File: config.mk
export PLATFORM = sky130hd
export DESIGN_NAME = worker_pool_spare_manager_core
export DESIGN_NICKNAME = d
export VERILOG_FILES = /design/src/rtl/core/wpsm_pkg.sv /design/src/rtl/core/worker_pool_spare_manager_core.sv
export SDC_FILE = /design/constraint.sdc
export NUM_CORES = 1
export LEC_CHECK = 0
export BUFFER_PORTS_ARGS = -buffer_cell sky130_fd_sc_hd__buf_2
export CORE_ASPECT_RATIO = 1.4
export CORE_MARGIN = 5
export CORE_UTILIZATION = 62
export DETAILED_ROUTE_END_ITERATION = 8
export MAX_ROUTING_LAYER = met4
export PLACE_DENSITY = 0.81
export SETUP_SLACK_MARGIN = 0.1
export SYNTH_ARGS = -nofsm -noshare
export SYNTH_HDL_FRONTEND = slang
export SYNTH_SLANG_ARGS = --single-unit
File: constraint.sdc
create_clock -name clock -period 6.3 [get_ports clock]
set_input_delay 0.945 -clock clock [delete_from_list [all_inputs] [get_ports clock]]
set_output_delay 0.945 -clock clock [all_outputs]
set_load 0.005 [all_outputs]
File: src/rtl/core/wpsm_pkg.sv
package wpsm_pkg;

   // Field widths fixed by the item formats
   localparam int CNT_W     = 7;
   localparam int SLOT_ID_W = 6;
   localparam int TIME_W    = 32;
   localparam int CSR_IDX_W = 2;
   localparam int CSR_DAT_W = 32;

   // Spawn results above this batch size raise the busy warning
   localparam int BUSY_BATCH = 8;

   // Configuration register reset values
   localparam logic [CNT_W-1:0]  ACTIVE_SLOTS_RST = 7'd64;
   localparam logic [CNT_W-1:0]  MAX_SPARE_RST    = 7'd10;
   localparam logic [CNT_W-1:0]  MIN_SPARE_RST    = 7'd5;
   localparam logic [TIME_W-1:0] IDLE_TIMEOUT_RST = 32'd600000;

   // Configuration register indexes
   localparam logic [CSR_IDX_W-1:0] CSR_ACTIVE_SLOTS = 2'd0;
   localparam logic [CSR_IDX_W-1:0] CSR_MAX_SPARE    = 2'd1;
   localparam logic [CSR_IDX_W-1:0] CSR_MIN_SPARE    = 2'd2;
   localparam logic [CSR_IDX_W-1:0] CSR_IDLE_TIMEOUT = 2'd3;

   // Item operation codes
   localparam logic OP_REPORT = 1'b0;
   localparam logic OP_TICK   = 1'b1;

   typedef enum logic [1:0] {
      STAT_DEAD     = 2'd0,
      STAT_STARTING = 2'd1,
      STAT_READY    = 2'd2,
      STAT_BUSY     = 2'd3
   } status_type;

   typedef enum logic [1:0] {
      ACT_NONE  = 2'd0,
      ACT_SPAWN = 2'd1,
      ACT_KILL  = 2'd2
   } action_type;

   typedef enum logic [2:0] {
      S_CLEAR,
      S_IDLE,
      S_SCAN,
      S_DECIDE,
      S_SPAWN
   } state_type;

   typedef struct packed {
      logic                 op;
      logic [SLOT_ID_W-1:0] report_slot;
      logic [1:0]           new_status;
      logic [TIME_W-1:0]    now;
   } req_type;

   typedef struct packed {
      action_type           action;
      logic [SLOT_ID_W-1:0] target_slot;
      logic [CNT_W-1:0]     idle_total;
      logic                 busy_warning;
      logic                 full_warning;
      logic                 last;
   } rsp_type;

endpackage

File: src/rtl/core/worker_pool_spare_manager_core.sv
// Spare worker pool manager.
// Request channel: an item is taken at a clock edge with start high and busy
// low. A status report (op 0) writes one slot's status; a maintenance tick
// (op 1) scans the active slots and decides on a kill, a spawn batch or none.
// Result channel: each result sits on rsp_data for exactly one cycle while
// rsp_strobe is high; the receiver cannot stall, so no result is held back.
// The last result of an item carries last = 1.
// Configuration channel: csr_valid/csr_ready with csr_index and csr_data;
// csr_ready is always high and writes are meant for idle periods.
// Flow: a report gives its single result in the cycle after it is taken and
// the block is ready again at once. A tick reads n slots, n at most
// min(active_slots, SLOT_COUNT), one per cycle through the single read port
// of the status memory; the scan stops early once a full batch of free slots
// is gathered at or above the high-water mark. The scan is followed by the
// decision state; a kill, no-action or full-warning result follows in the
// next cycle. A spawn decision gives one result per cycle from the free list
// until the gathered batch is out, with busy high throughout.
// Reset: a clearing pass writes every status entry to dead with busy high;
// configuration writes are taken meanwhile.
module worker_pool_spare_manager_core #(
   parameter int SLOT_COUNT = 64,
   parameter int MAX_BATCH  = 32
) (
   input  logic                                clock,
   input  logic                                reset,
   input  logic                                start,
   output logic                                busy,
   input  wpsm_pkg::req_type                   req_data,
   output logic                                rsp_strobe,
   output wpsm_pkg::rsp_type                   rsp_data,
   input  logic                                csr_valid,
   output logic                                csr_ready,
   input  logic [wpsm_pkg::CSR_IDX_W-1:0]      csr_index,
   input  logic [wpsm_pkg::CSR_DAT_W-1:0]      csr_data
);
   import wpsm_pkg::*;

   localparam int SLOT_W  = $clog2(SLOT_COUNT);
   localparam int BATCH_W = $clog2(MAX_BATCH + 1);
   localparam int FREE_AW = (MAX_BATCH > 1) ? $clog2(MAX_BATCH) : 1;
   localparam logic [SLOT_W-1:0]  CLR_LAST  = SLOT_W'(SLOT_COUNT - 1);
   localparam logic [BATCH_W-1:0] BATCH_MAX = BATCH_W'(MAX_BATCH);
   localparam logic [BATCH_W:0]   BATCH_MAX_X = (BATCH_W + 1)'(MAX_BATCH);

   // Configuration registers
   logic [CNT_W-1:0]  active_slots_ff;
   logic [CNT_W-1:0]  max_spare_ff;
   logic [CNT_W-1:0]  min_spare_ff;
   logic [TIME_W-1:0] idle_timeout_ff;

   // Sequencer and pool state
   state_type          state_ff, state_in;
   logic [SLOT_W-1:0]  clr_idx_ff, clr_idx_in;
   logic [CNT_W-1:0]   high_water_ff, high_water_in;
   logic [BATCH_W-1:0] batch_ff, batch_in;
   logic [TIME_W-1:0]  last_change_ff, last_change_in;

   // Tick working registers
   logic [TIME_W-1:0]  now_ff, now_in;
   logic [CNT_W-1:0]   limit_ff, limit_in;
   logic [CNT_W-1:0]   scan_idx_ff, scan_idx_in;
   logic               pend_valid_ff, pend_valid_in;
   logic [CNT_W-1:0]   pend_idx_ff, pend_idx_in;
   logic [CNT_W-1:0]   idle_ff, idle_in;
   logic [BATCH_W-1:0] nfree_ff, nfree_in;
   logic               have_ready_ff, have_ready_in;
   logic [CNT_W-1:0]   ready_slot_ff, ready_slot_in;
   logic [CNT_W-1:0]   top_ff, top_in;
   logic [BATCH_W-1:0] spawn_idx_ff, spawn_idx_in;
   logic               busy_flag_ff, busy_flag_in;

   // Result register
   logic    rsp_valid_ff, rsp_valid_in;
   rsp_type rsp_data_ff, rsp_data_in;

   // Status memory and free list
   logic [1:0]        slot_mem [SLOT_COUNT];
   logic [1:0]        mem_rd_ff;
   logic              mem_we;
   logic [SLOT_W-1:0] mem_waddr;
   logic [1:0]        mem_wdata;
   logic [SLOT_W-1:0] mem_raddr;

   logic [CNT_W-1:0]   free_mem [MAX_BATCH];
   logic [CNT_W-1:0]   fl_rd_ff;
   logic               fl_we;
   logic [FREE_AW-1:0] fl_waddr;
   logic [CNT_W-1:0]   fl_wdata;
   logic [FREE_AW-1:0] fl_raddr;

   // Decision terms
   logic              scan_brk, scan_end;
   logic              idle_hi, idle_lo, no_free, timed_out, do_spawn, spawn_last;
   logic [TIME_W-1:0] elapsed;
   logic [BATCH_W:0]  batch_dbl;
   logic [CNT_W-1:0]  spawn_top;

   assign busy       = (state_ff != S_IDLE);
   assign csr_ready  = 1'b1;
   assign rsp_strobe = rsp_valid_ff;
   assign rsp_data   = rsp_data_ff;

   assign scan_brk   = pend_valid_ff && (pend_idx_ff >= high_water_ff) && (nfree_ff == batch_ff);
   assign scan_end   = scan_brk || (!pend_valid_ff && (scan_idx_ff >= limit_ff));
   assign idle_hi    = idle_ff > max_spare_ff;
   assign idle_lo    = idle_ff < min_spare_ff;
   assign no_free    = (nfree_ff == '0);
   assign elapsed    = now_ff - last_change_ff;
   assign timed_out  = elapsed > idle_timeout_ff;
   assign do_spawn   = !idle_hi && idle_lo && !no_free;
   assign spawn_last = (BATCH_W'(spawn_idx_ff + 1'b1) == nfree_ff);
   assign batch_dbl  = {batch_ff, 1'b0};
   assign spawn_top  = fl_rd_ff + 7'd1;
   assign mem_raddr  = SLOT_W'(scan_idx_ff);

   // Write configuration registers
   always_ff @(posedge clock) begin
      if (reset) begin
         active_slots_ff <= ACTIVE_SLOTS_RST;
         max_spare_ff    <= MAX_SPARE_RST;
         min_spare_ff    <= MIN_SPARE_RST;
         idle_timeout_ff <= IDLE_TIMEOUT_RST;
      end else if (csr_valid && csr_ready) begin
         case (csr_index)
            CSR_ACTIVE_SLOTS: active_slots_ff <= csr_data[CNT_W-1:0];
            CSR_MAX_SPARE:    max_spare_ff    <= csr_data[CNT_W-1:0];
            CSR_MIN_SPARE:    min_spare_ff    <= csr_data[CNT_W-1:0];
            CSR_IDLE_TIMEOUT: idle_timeout_ff <= csr_data[TIME_W-1:0];
            default: ;
         endcase
      end
   end

   // Next state
   always_comb begin
      state_in = state_ff;
      case (state_ff)
         S_CLEAR:  if (clr_idx_ff == CLR_LAST) state_in = S_IDLE;
         S_IDLE:   if (start && req_data.op == OP_TICK) state_in = S_SCAN;
         S_SCAN:   if (scan_end) state_in = S_DECIDE;
         S_DECIDE: state_in = do_spawn ? S_SPAWN : S_IDLE;
         S_SPAWN:  if (spawn_last) state_in = S_IDLE;
         default:  state_in = S_CLEAR;
      endcase
   end

   // Datapath and result control
   always_comb begin
      clr_idx_in     = clr_idx_ff;
      high_water_in  = high_water_ff;
      batch_in       = batch_ff;
      last_change_in = last_change_ff;
      now_in         = now_ff;
      limit_in       = limit_ff;
      scan_idx_in    = scan_idx_ff;
      pend_valid_in  = 1'b0;
      pend_idx_in    = pend_idx_ff;
      idle_in        = idle_ff;
      nfree_in       = nfree_ff;
      have_ready_in  = have_ready_ff;
      ready_slot_in  = ready_slot_ff;
      top_in         = top_ff;
      spawn_idx_in   = spawn_idx_ff;
      busy_flag_in   = busy_flag_ff;
      rsp_valid_in   = 1'b0;
      rsp_data_in.action       = ACT_NONE;
      rsp_data_in.target_slot  = '0;
      rsp_data_in.idle_total   = idle_ff;
      rsp_data_in.busy_warning = 1'b0;
      rsp_data_in.full_warning = 1'b0;
      rsp_data_in.last         = 1'b1;
      mem_we    = 1'b0;
      mem_waddr = clr_idx_ff;
      mem_wdata = STAT_DEAD;
      fl_we     = 1'b0;
      fl_waddr  = FREE_AW'(nfree_ff);
      fl_wdata  = pend_idx_ff;
      fl_raddr  = '0;

      case (state_ff)
         // Sweep the status memory to dead
         S_CLEAR: begin
            mem_we     = 1'b1;
            clr_idx_in = clr_idx_ff + 1'b1;
         end

         // Take a report or start a tick
         S_IDLE: begin
            if (start) begin
               if (req_data.op == OP_REPORT) begin
                  mem_we    = (32'(req_data.report_slot) < SLOT_COUNT);
                  mem_waddr = SLOT_W'(req_data.report_slot);
                  mem_wdata = req_data.new_status;
                  rsp_valid_in = 1'b1;
                  rsp_data_in.idle_total = '0;
               end else begin
                  now_in        = req_data.now;
                  limit_in      = (32'(active_slots_ff) < SLOT_COUNT) ?
                                  active_slots_ff : CNT_W'(SLOT_COUNT);
                  scan_idx_in   = '0;
                  idle_in       = '0;
                  nfree_in      = '0;
                  have_ready_in = 1'b0;
                  ready_slot_in = '0;
                  top_in        = '0;
               end
            end
         end

         // Issue one slot read per cycle, evaluate the slot read last cycle
         S_SCAN: begin
            if (!scan_end && scan_idx_ff < limit_ff) begin
               pend_valid_in = 1'b1;
               pend_idx_in   = scan_idx_ff;
               scan_idx_in   = scan_idx_ff + 1'b1;
            end
            if (pend_valid_ff && !scan_brk) begin
               case (status_type'(mem_rd_ff))
                  STAT_DEAD: begin
                     if (nfree_ff < batch_ff && nfree_ff < BATCH_MAX) begin
                        fl_we    = 1'b1;
                        nfree_in = nfree_ff + 1'b1;
                     end
                  end
                  STAT_STARTING: begin
                     idle_in = idle_ff + 1'b1;
                     top_in  = pend_idx_ff + 1'b1;
                  end
                  STAT_READY: begin
                     idle_in       = idle_ff + 1'b1;
                     have_ready_in = 1'b1;
                     ready_slot_in = pend_idx_ff;
                     top_in        = pend_idx_ff + 1'b1;
                  end
                  default: top_in = pend_idx_ff + 1'b1;
               endcase
            end
         end

         // Pick kill, spawn batch or nothing
         S_DECIDE: begin
            high_water_in = top_ff;
            if (idle_hi) begin
               batch_in     = BATCH_W'(1);
               rsp_valid_in = 1'b1;
               if (have_ready_ff) begin
                  last_change_in          = now_ff;
                  rsp_data_in.action      = ACT_KILL;
                  rsp_data_in.target_slot = ready_slot_ff[SLOT_ID_W-1:0];
               end
            end else if (idle_lo) begin
               if (no_free) begin
                  rsp_valid_in             = 1'b1;
                  rsp_data_in.full_warning = 1'b1;
               end else begin
                  fl_raddr       = '0;
                  spawn_idx_in   = '0;
                  busy_flag_in   = (32'(batch_ff) > BUSY_BATCH);
                  last_change_in = now_ff;
                  if (batch_ff < BATCH_MAX) begin
                     batch_in = (batch_dbl > BATCH_MAX_X) ? BATCH_MAX :
                                batch_dbl[BATCH_W-1:0];
                  end
               end
            end else begin
               batch_in     = BATCH_W'(1);
               rsp_valid_in = 1'b1;
               if (idle_ff > min_spare_ff && timed_out && have_ready_ff) begin
                  last_change_in          = now_ff;
                  rsp_data_in.action      = ACT_KILL;
                  rsp_data_in.target_slot = ready_slot_ff[SLOT_ID_W-1:0];
               end
            end
         end

         // Emit one spawn per cycle from the free list
         S_SPAWN: begin
            rsp_valid_in             = 1'b1;
            rsp_data_in.action       = ACT_SPAWN;
            rsp_data_in.target_slot  = fl_rd_ff[SLOT_ID_W-1:0];
            rsp_data_in.busy_warning = busy_flag_ff;
            rsp_data_in.last         = spawn_last;
            if (spawn_top > high_water_ff) high_water_in = spawn_top;
            spawn_idx_in = spawn_idx_ff + 1'b1;
            fl_raddr     = spawn_last ? '0 : FREE_AW'(spawn_idx_ff + 1'b1);
         end

         default: ;
      endcase
   end

   // Hold control and pool state
   always_ff @(posedge clock) begin
      if (reset) begin
         state_ff       <= S_CLEAR;
         clr_idx_ff     <= '0;
         high_water_ff  <= '0;
         batch_ff       <= BATCH_W'(1);
         last_change_ff <= '0;
         pend_valid_ff  <= 1'b0;
         rsp_valid_ff   <= 1'b0;
      end else begin
         state_ff       <= state_in;
         clr_idx_ff     <= clr_idx_in;
         high_water_ff  <= high_water_in;
         batch_ff       <= batch_in;
         last_change_ff <= last_change_in;
         pend_valid_ff  <= pend_valid_in;
         rsp_valid_ff   <= rsp_valid_in;
      end
   end

   // Hold working payload
   always_ff @(posedge clock) begin
      now_ff        <= now_in;
      limit_ff      <= limit_in;
      scan_idx_ff   <= scan_idx_in;
      pend_idx_ff   <= pend_idx_in;
      idle_ff       <= idle_in;
      nfree_ff      <= nfree_in;
      have_ready_ff <= have_ready_in;
      ready_slot_ff <= ready_slot_in;
      top_ff        <= top_in;
      spawn_idx_ff  <= spawn_idx_in;
      busy_flag_ff  <= busy_flag_in;
      rsp_data_ff   <= rsp_data_in;
   end

   // Status memory: one write port, one registered read port
   always_ff @(posedge clock) begin
      if (mem_we) slot_mem[mem_waddr] <= mem_wdata;
      mem_rd_ff <= slot_mem[mem_raddr];
   end

   // Free list memory: one write port, one registered read port
   always_ff @(posedge clock) begin
      if (fl_we) free_mem[fl_waddr] <= fl_wdata;
      fl_rd_ff <= free_mem[fl_raddr];
   end

`ifndef ASSERT_OFF
   // No result leaves during the clearing pass
   a_no_rsp_in_clear: assert property (@(posedge clock) disable iff (reset)
      (state_ff == S_CLEAR) |-> !rsp_strobe)
      else $error("result strobe during clearing pass");

   // The free list never outgrows the batch while scanning
   a_nfree_bound: assert property (@(posedge clock) disable iff (reset)
      (state_ff == S_SCAN) |-> (nfree_ff <= batch_ff))
      else $error("free list larger than spawn batch");

   // Every spawn cycle yields a spawn result next cycle
   a_spawn_out: assert property (@(posedge clock) disable iff (reset)
      (state_ff == S_SPAWN) |=> (rsp_strobe && rsp_data.action == ACT_SPAWN))
      else $error("spawn cycle without spawn result");

   // A report gives its single final result in the next cycle
   a_report_rsp: assert property (@(posedge clock) disable iff (reset)
      (start && !busy && req_data.op == OP_REPORT) |=> (rsp_strobe && rsp_data.last))
      else $error("report without final result");

   // A result with no action names slot zero
   a_none_slot: assert property (@(posedge clock) disable iff (reset)
      (rsp_strobe && rsp_data.action == ACT_NONE) |-> (rsp_data.target_slot == '0))
      else $error("no-action result with nonzero slot");
`endif

endmodule
==> results of run 1 <==
==> layout make-up <==
type | instances | area, um^2 | share of cell area
flip-flops and latches | 575 | 15910 | 0.5548
multi-input cells | 1404 | 9160 | 0.3195
clock buffers | 67 | 1389 | 0.04844
repair buffers | 130 | 753.2 | 0.02627
well taps | 540 | 675.6 | 0.02357
inverters | 122 | 470.5 | 0.01641
clock inverters | 29 | 314.1 | 0.01095
diodes | 1 | 2.502 | 0.00008728
==> power groups by stage <==
stage / logic [W] / clock network (W) / registers [W]
floorplan: 0.0000783 / 0 / 0.00413
global placement: 0.000129 / 0 / 0.00414
detailed placement: 0.000134 / 0 / 0.00414
CTS: 0.000136 / 0.00318 / 0.00406
global route: 0.000151 / 0.00336 / 0.00406
finish: 0.000136 / 0.00316 / 0.00406
==> sequential cells by signal (all words and copies together), names as in the netlist, 18 cells and up <==
| signal | cells |
|---|---|
| now_ff | 32 |
| slot_mem | 128 |
| rsp_data | 18 |
| free_mem | 224 |
| last_change_ff | 32 |
| idle_timeout_ff | 32 |
==> through the flow <==
| stage | cells | util |
|---|---|---|
| final | 2868 | 0.6944 |
| after global routing | 2867 | 0.6943 |
| after CTS | 2866 | 0.6936 |
| after detailed placement | 2770 | 0.6524 |
| after global placement | 2770 | 0.6524 |
| after floorplan | 2199 | - |
==> per-layer routing <==
layer | up-vias | global-route usage | share of wire
met2 | 787 | 0.4688 | 0.52
met1 | 8501 | 0.3124 | 0.36
met3 | 219 | 0.03455 | 0.061
met4 | 0 | 0.1237 | 0.053
met5 | - | - | 0
li1 | 8169 | - | -
==> synth_stat cells, types with 21 or more instances <==
master / instances / area share
edfxtp_1: 439 / 0.51
nand2_1: 276 / 0.040
nor2_1: 190 / 0.027
dfxtp_1: 136 / 0.10
a21oi_1: 135 / 0.026
inv_1: 118 / 0.017
ha_1: 116 / 0.056
nand3_1: 106 / 0.020
o21ai_0: 64 / 0.012
clkbuf_1: 62 / 0.0090
mux4_2: 42 / 0.036
a31oi_1: 41 / 0.0099
xnor2_1: 40 / 0.013
o21ai_1: 32 / 0.0062
a21o_1: 30 / 0.0087
xor2_1: 29 / 0.0098
nor2b_1: 26 / 0.0063
o22ai_1: 21 / 0.0051
==> kinds of logic (layout without fill, tap and decap cells) <==
| logic type | Yosys count | after routing | share of synthesized area |
|---|---|---|---|
| XOR/XNOR | 70 | 70 | 0.02415 |
| AND/OR/NAND/NOR | 724 | 724 | 0.1254 |
| multiplexers | 56 | 56 | 0.04184 |
| flip-flops | 575 | 575 | 0.6127 |
| AO/OA/AOI/OAI | 436 | 436 | 0.1046 |
| other | 1 | 2 | 0.0001445 |
| buffers and inverters | 220 | 348 | 0.03456 |
| adder cells (fa/ha/maj) | 117 | 117 | 0.05668 |
==> worst max path at each step <==
stage / from / end / slack [ps] / depth (start not counted)
global route: now_ff[0] / last_change_ff[27] / 630 / 27
detailed placement: now_ff[0] / last_change_ff[27] / 800 / 24
floorplan: now_ff[1] / last_change_ff[29] / 1850 / 23
global placement: now_ff[0] / last_change_ff[0] / 870 / 24
finish: state_ff[1] / fl_rd_ff[1] / 1030 / 10
CTS: now_ff[0] / last_change_ff[1] / 780 / 24
==> impl_metrics.env, run 1 <==
export IMPL_layout_common_cells="edfxtp_1 (439), nand2_1 (276), nor2_1 (189)"
export IMPL_power_density_nw_per_um2=256.5
export IMPL_rsz0062_at_grt="false"
export IMPL_wl_per_cell_um=21.09
export IMPL_clkLatencyLatePin_ps=580
export IMPL_crit_required_ps=6700
export IMPL_dpl_instance_area_um2=26940
export IMPL_yosys_warnings=0
export IMPL_p_sw_w=0.001450
export IMPL_finalWirelength_um=60500
export IMPL_drive_gt1_frac=0.1199
export IMPL_synth_async_sr_flop_share=0
export IMPL_clockPowerShare=0.430
export IMPL_pwr_share_comb=0.018
export IMPL_ctsHtreeMaxLevel=2
export IMPL_numCtsBuffers=51
export IMPL_tightestPinTransition_ps=1136
export IMPL_netlist_instances=2199
export IMPL_cts_root_to_sink_buffers=3
export IMPL_setup_violations=0
export IMPL_path_cells="nor2_1 -> nand2_1 -> inv_2 -> nand2b_1 -> inv_2 -> nand2_1 -> o21ai_0 -> o31ai_1 -> nor4_1 -> a21oi_1"
export IMPL_fill_cells=2851
export IMPL_postCtsHoldBufs=0
export IMPL_grt_overflow_total=0
export IMPL_dp_slack_ps=802.0
export IMPL_min_to="rsp_data[15]"
export IMPL_rows=88
export IMPL_ant_nets=0
export IMPL_path_buf_inv=2
export IMPL_hold_ws_ps=455.9
export IMPL_final_setup_worst_slack_ps=1035
export IMPL_status="completed"
export IMPL_hold_path_depth=1
export IMPL_core_um2=41290
export IMPL_dpl_hpwl_um=40460
export IMPL_setup_tns_ps=0
export IMPL_fin_skew_ps=22.37
export IMPL_grt_pass1_vias=18154
export IMPL_fmax_ghz=0.1899
export IMPL_grt_max_degree=87
export IMPL_maxSlewHeadroom=0.2356
export IMPL_vdd_drop_max_mv=0.2348
export IMPL_via_per_inst=6.163
export IMPL_reg2reg_depth=10
export IMPL_ys_types=72
export IMPL_area_growth_pct=10.44
export IMPL_gp_congestion=0.9399
export IMPL_syn_cell_area_um2=25960
export IMPL_reg2reg_slack_ps=1030
export IMPL_ys_ff_latch=575
export IMPL_drc=0
export IMPL_layout_commonest_cell="edfxtp_1"
export IMPL_dieArea_um2=46120
export IMPL_worstSetupEndpointType="register"
export IMPL_cp_arrival_ps=5660
export IMPL_die_y_um=252.1
export IMPL_internal_power_w=0.005904
export IMPL_worstReg2RegEnd="fl_rd_ff[1]"
export IMPL_synth_edf_count=439
export IMPL_slowest_stage="nor4_1"
export IMPL_cts_tree="yes"
export IMPL_hold_path_class="reg2reg"
export IMPL_crit_path_max_incr_delay_ps=930
export IMPL_track_usage=0.2697
export IMPL_root_buffer="clkbuf_16"
export IMPL_critPathTopFamily="simple AND/OR/NAND/NOR gates"
export IMPL_drt_iter0_markers=1690
export IMPL_initial_core_util=0.6287
export IMPL_r2r_start="state_ff[1]"
export IMPL_fp_dieW_um=182.9
export IMPL_ys_flop_type="edfxtp_1"
export IMPL_num_nets_final=2480
export IMPL_via_count=17676
export IMPL_fin_crit_sh=0.8357
export IMPL_hp_start="ready_slot_ff[5]"
export IMPL_syn_nets=2395
export IMPL_maxCapViolations=0
export IMPL_grt_pass1_wl_um=96110
export IMPL_io_buffer_count=98
export IMPL_avgSynthCellArea_um2=11.81
export IMPL_seq_area_frac_synth=0.6127
export IMPL_worstPathMaxFanout=42
export IMPL_fin_area_um2=28670
export IMPL_slew_violations=0
export IMPL_p_leak_nw=10.33
export IMPL_num_io_pins=100
export IMPL_start_kind="register"
export IMPL_total_power_w=0.007354
export IMPL_postCtsResizedCells=0
export IMPL_hold_viol=0
export IMPL_clk_pin_slew_ps=70
export IMPL_swShare=0.1971
export IMPL_post_cts_repair_setup_buffers=0
export IMPL_clkSinkCount=575
export IMPL_seq_power_share=0.552
export IMPL_antenna_found_initial=0
export IMPL_fin_crit_ps=5265
export IMPL_first_pass_iters=5
export IMPL_critPathKind="reg2reg"
Note: power is estimated with default switching activity, not from simulation.
==> run 2: changes to the inputs <==
Settings changed: ABC_AREA set to 1.
Clock period 6.3 ns to 5.4 ns, I/O delays scaled along.
==> impl_metrics.env, run 2 <==
export IMPL_syn_cell_area_um2=27910
export IMPL_via_per_inst=5.841
export IMPL_fin_crit_ps=4755
export IMPL_layout_common_cells="edfxtp_1 (439), inv_1 (438), nand2_1 (430)"
export IMPL_initial_core_util=0.6234
export IMPL_internal_power_w=0.007785
export IMPL_layout_commonest_cell="edfxtp_1"
export IMPL_start_kind="register"
export IMPL_p_sw_w=0.003413
export IMPL_synthAdderAreaFrac=0.05271
export IMPL_synth_async_sr_flop_share=0
export IMPL_io_buffer_count=98
export IMPL_multiInputGateArea_um2=9784
export IMPL_swShare=0.3048
export IMPL_top_register="free_mem"
export IMPL_clk_pin_slew_ps=70
export IMPL_via_count=21104
export IMPL_fin_cells=3613
export IMPL_fin_crit_sh=0.8805
export IMPL_largest_reg_flops=224
export IMPL_grt_overflow_total=0
export IMPL_drive_gt1_frac=0.08068
export IMPL_cts_root_to_sink_buffers=3
export IMPL_fin_area_um2=30480
export IMPL_postCtsResizedCells=0
export IMPL_crit_required_ps=5920
export IMPL_core_um2=44780
export IMPL_diodes=0
export IMPL_synth_edf_count=439
export IMPL_setup_violations=0
export IMPL_ctsHtreeMaxLevel=2
export IMPL_seq_power_share=0.471
export IMPL_reg2reg_depth=27
export IMPL_ys_types=51
export IMPL_num_nets_final=3201
export IMPL_first_pass_iters=8
export IMPL_ys_flop_type="edfxtp_1"
export IMPL_numCtsBuffers=52
export IMPL_path_common_cell="nand2_1"
export IMPL_pwr_share_comb=0.203
export IMPL_synth_simple_gate_area_frac=0.2024
export IMPL_fin_util=0.6808
export IMPL_antenna_found_initial=0
export IMPL_tightestPinTransition_ps=1208
export IMPL_synth_area_top_cells="edfxtp_1 (47%), dfxtp_1 (9.8%), inv_1 (5.9%), nand2_1 (5.8%), ha_1 (5.2%)"
export IMPL_worstSetupEndpointType="register"
export IMPL_power_density_nw_per_um2=367.3
export IMPL_slew_violations=0
export IMPL_root_buffer="clkbuf_16"
export IMPL_yosysTopAreaCell="edfxtp_1"
export IMPL_fp_dieW_um=189.3
export IMPL_crit_path_max_incr_delay_ps=430
export IMPL_die_y_um=261.1
export IMPL_rows=92
export IMPL_syn_nets=3146
export IMPL_top_regs="free_mem: 224 flops, slot_mem: 128 flops"
export IMPL_wl_per_cell_um=18.79
export IMPL_clockPowerShare=0.326
export IMPL_synth_top_area_share=0.4723
export IMPL_register_area_um2=15910
export IMPL_vdd_drop_max_mv=0.3000
export IMPL_gp_congestion=0.9689
export IMPL_slowest_stage="nand3_1"
export IMPL_ys_ff_latch=575
export IMPL_worstPathMaxFanout=22
export IMPL_cp_arrival_ps=5280
export IMPL_postCtsHoldBufs=0
export IMPL_fin_skew_ps=15.42
export IMPL_avgSynthCellArea_um2=9.462
export IMPL_drt_iter0_markers=1805
export IMPL_fmax_ghz=0.2103
export IMPL_hold_viol=0
export IMPL_dieArea_um2=49420
export IMPL_setup_tns_ps=0
export IMPL_status="completed"
export IMPL_post_cts_repair_setup_buffers=0
export IMPL_num_io_pins=100
export IMPL_drc=0
export IMPL_synth_compound_area_frac=0.08239
export IMPL_clkSinkCount=575
export IMPL_critPathKind="reg2reg"
export IMPL_fill_cells=3376
export IMPL_dpl_hpwl_um=45160
export IMPL_netlist_instances=2950
export IMPL_p_leak_nw=12.37
export IMPL_seq_area_frac_synth=0.5698
export IMPL_area_growth_pct=9.211
export IMPL_dp_cells=3515
export IMPL_rsz0062_at_grt="false"
export IMPL_dpl_instance_area_um2=28790
export IMPL_maxSlewHeadroom=0.1931
export IMPL_grt_pass1_vias=20973
export IMPL_maxCapViolations=0
export IMPL_clkLatencyLatePin_ps=590
export IMPL_synth_common_cells="edfxtp_1 (439), inv_1 (439), nand2_1 (430)"
export IMPL_synth_mux_area_fraction=0
export IMPL_grt_pass1_wl_um=107000
export IMPL_hold_path_depth=1
export IMPL_ant_nets=0
export IMPL_finalWirelength_um=67900
export IMPL_synth_top_family_by_area="simple AND/OR/NAND/NOR gates"
export IMPL_hold_path_class="in2reg"
export IMPL_track_usage=0.2793
export IMPL_synth_xor_area_frac=0.01192
export IMPL_grt_max_degree=72
export IMPL_yosys_warnings=0
export IMPL_cts_tree="yes"
-- run 2: cells by family (layout without fill, tap and decap cells) --
kind of cell,count (synthesis),in the layout
other cells,1,1
compound gates,412,412
xor+xnor,38,38
simple gates,1232,1232
buf+inv,575,674
fa+ha+maj,117,117
flops,575,575
-- run 2: through the flow --
stage	hold WS, ps	setup WS [ps]	power, W
2_1_floorplan	411.9	1753	0.006834
3_3_place_gp	423.7	1021	0.007491
3_5_place_dp	425.6	759.2	0.007585
4_1_cts	370.6	664.9	0.01120
5_1_grt	374.4	143.7	0.01168
6_report	393.3	645.3	0.01120
-- run 2: critical path, delay by kind of cell, from the launching register on --
| kind | cells | cell delay (ps) |
|---|---|---|
| compound gates | 3 | 660 |
| xor+xnor | 1 | 140 |
| fa+ha+maj | 3 | 840 |
| buf+inv | 5 | 640 |
| flops | 1 | 360 |
| simple gates | 15 | 2040 |
-- run 2: path summary, 6_finish.rpt --
path                     from            endpoint  slack, ps
max                 now_ff[0]  last_change_ff[28]        650
min               req_data[6]           now_ff[6]        390
max reg2reg         now_ff[0]  last_change_ff[28]        650
min reg2reg  ready_slot_ff[3]        rsp_data[13]        440
-- run 2: area by class of cell --
class,count,area share
Clock inverter,19,0.005418
Clock buffer,79,0.05003
Sequential cell,575,0.5218
Multi-Input combinational cell,1800,0.3210
Timing Repair Buffer,125,0.02315
Inverter,451,0.05553
Tap cell,564,0.02315
-- run 2: per-layer routing --
layer / part of all wire / up-vias / track usage
met5: 0 / - / -
met4: 0.054 / 0 / 0.1373
met3: 0.061 / 230 / 0.03267
met2: 0.51 / 884 / 0.4920
met1: 0.37 / 9901 / 0.3181
li1: - / 10089 / -
-- run 2: power by group through the flow --
stage | registers (W) | clock network [W] | logic (W)
finish | 0.00528 | 0.00365 | 0.00228
global placement | 0.00535 | 0 | 0.00214
detailed placement | 0.00536 | 0 | 0.00222
CTS | 0.00527 | 0.00367 | 0.00225
global route | 0.00529 | 0.00386 | 0.00253
floorplan | 0.00529 | 0 | 0.00155
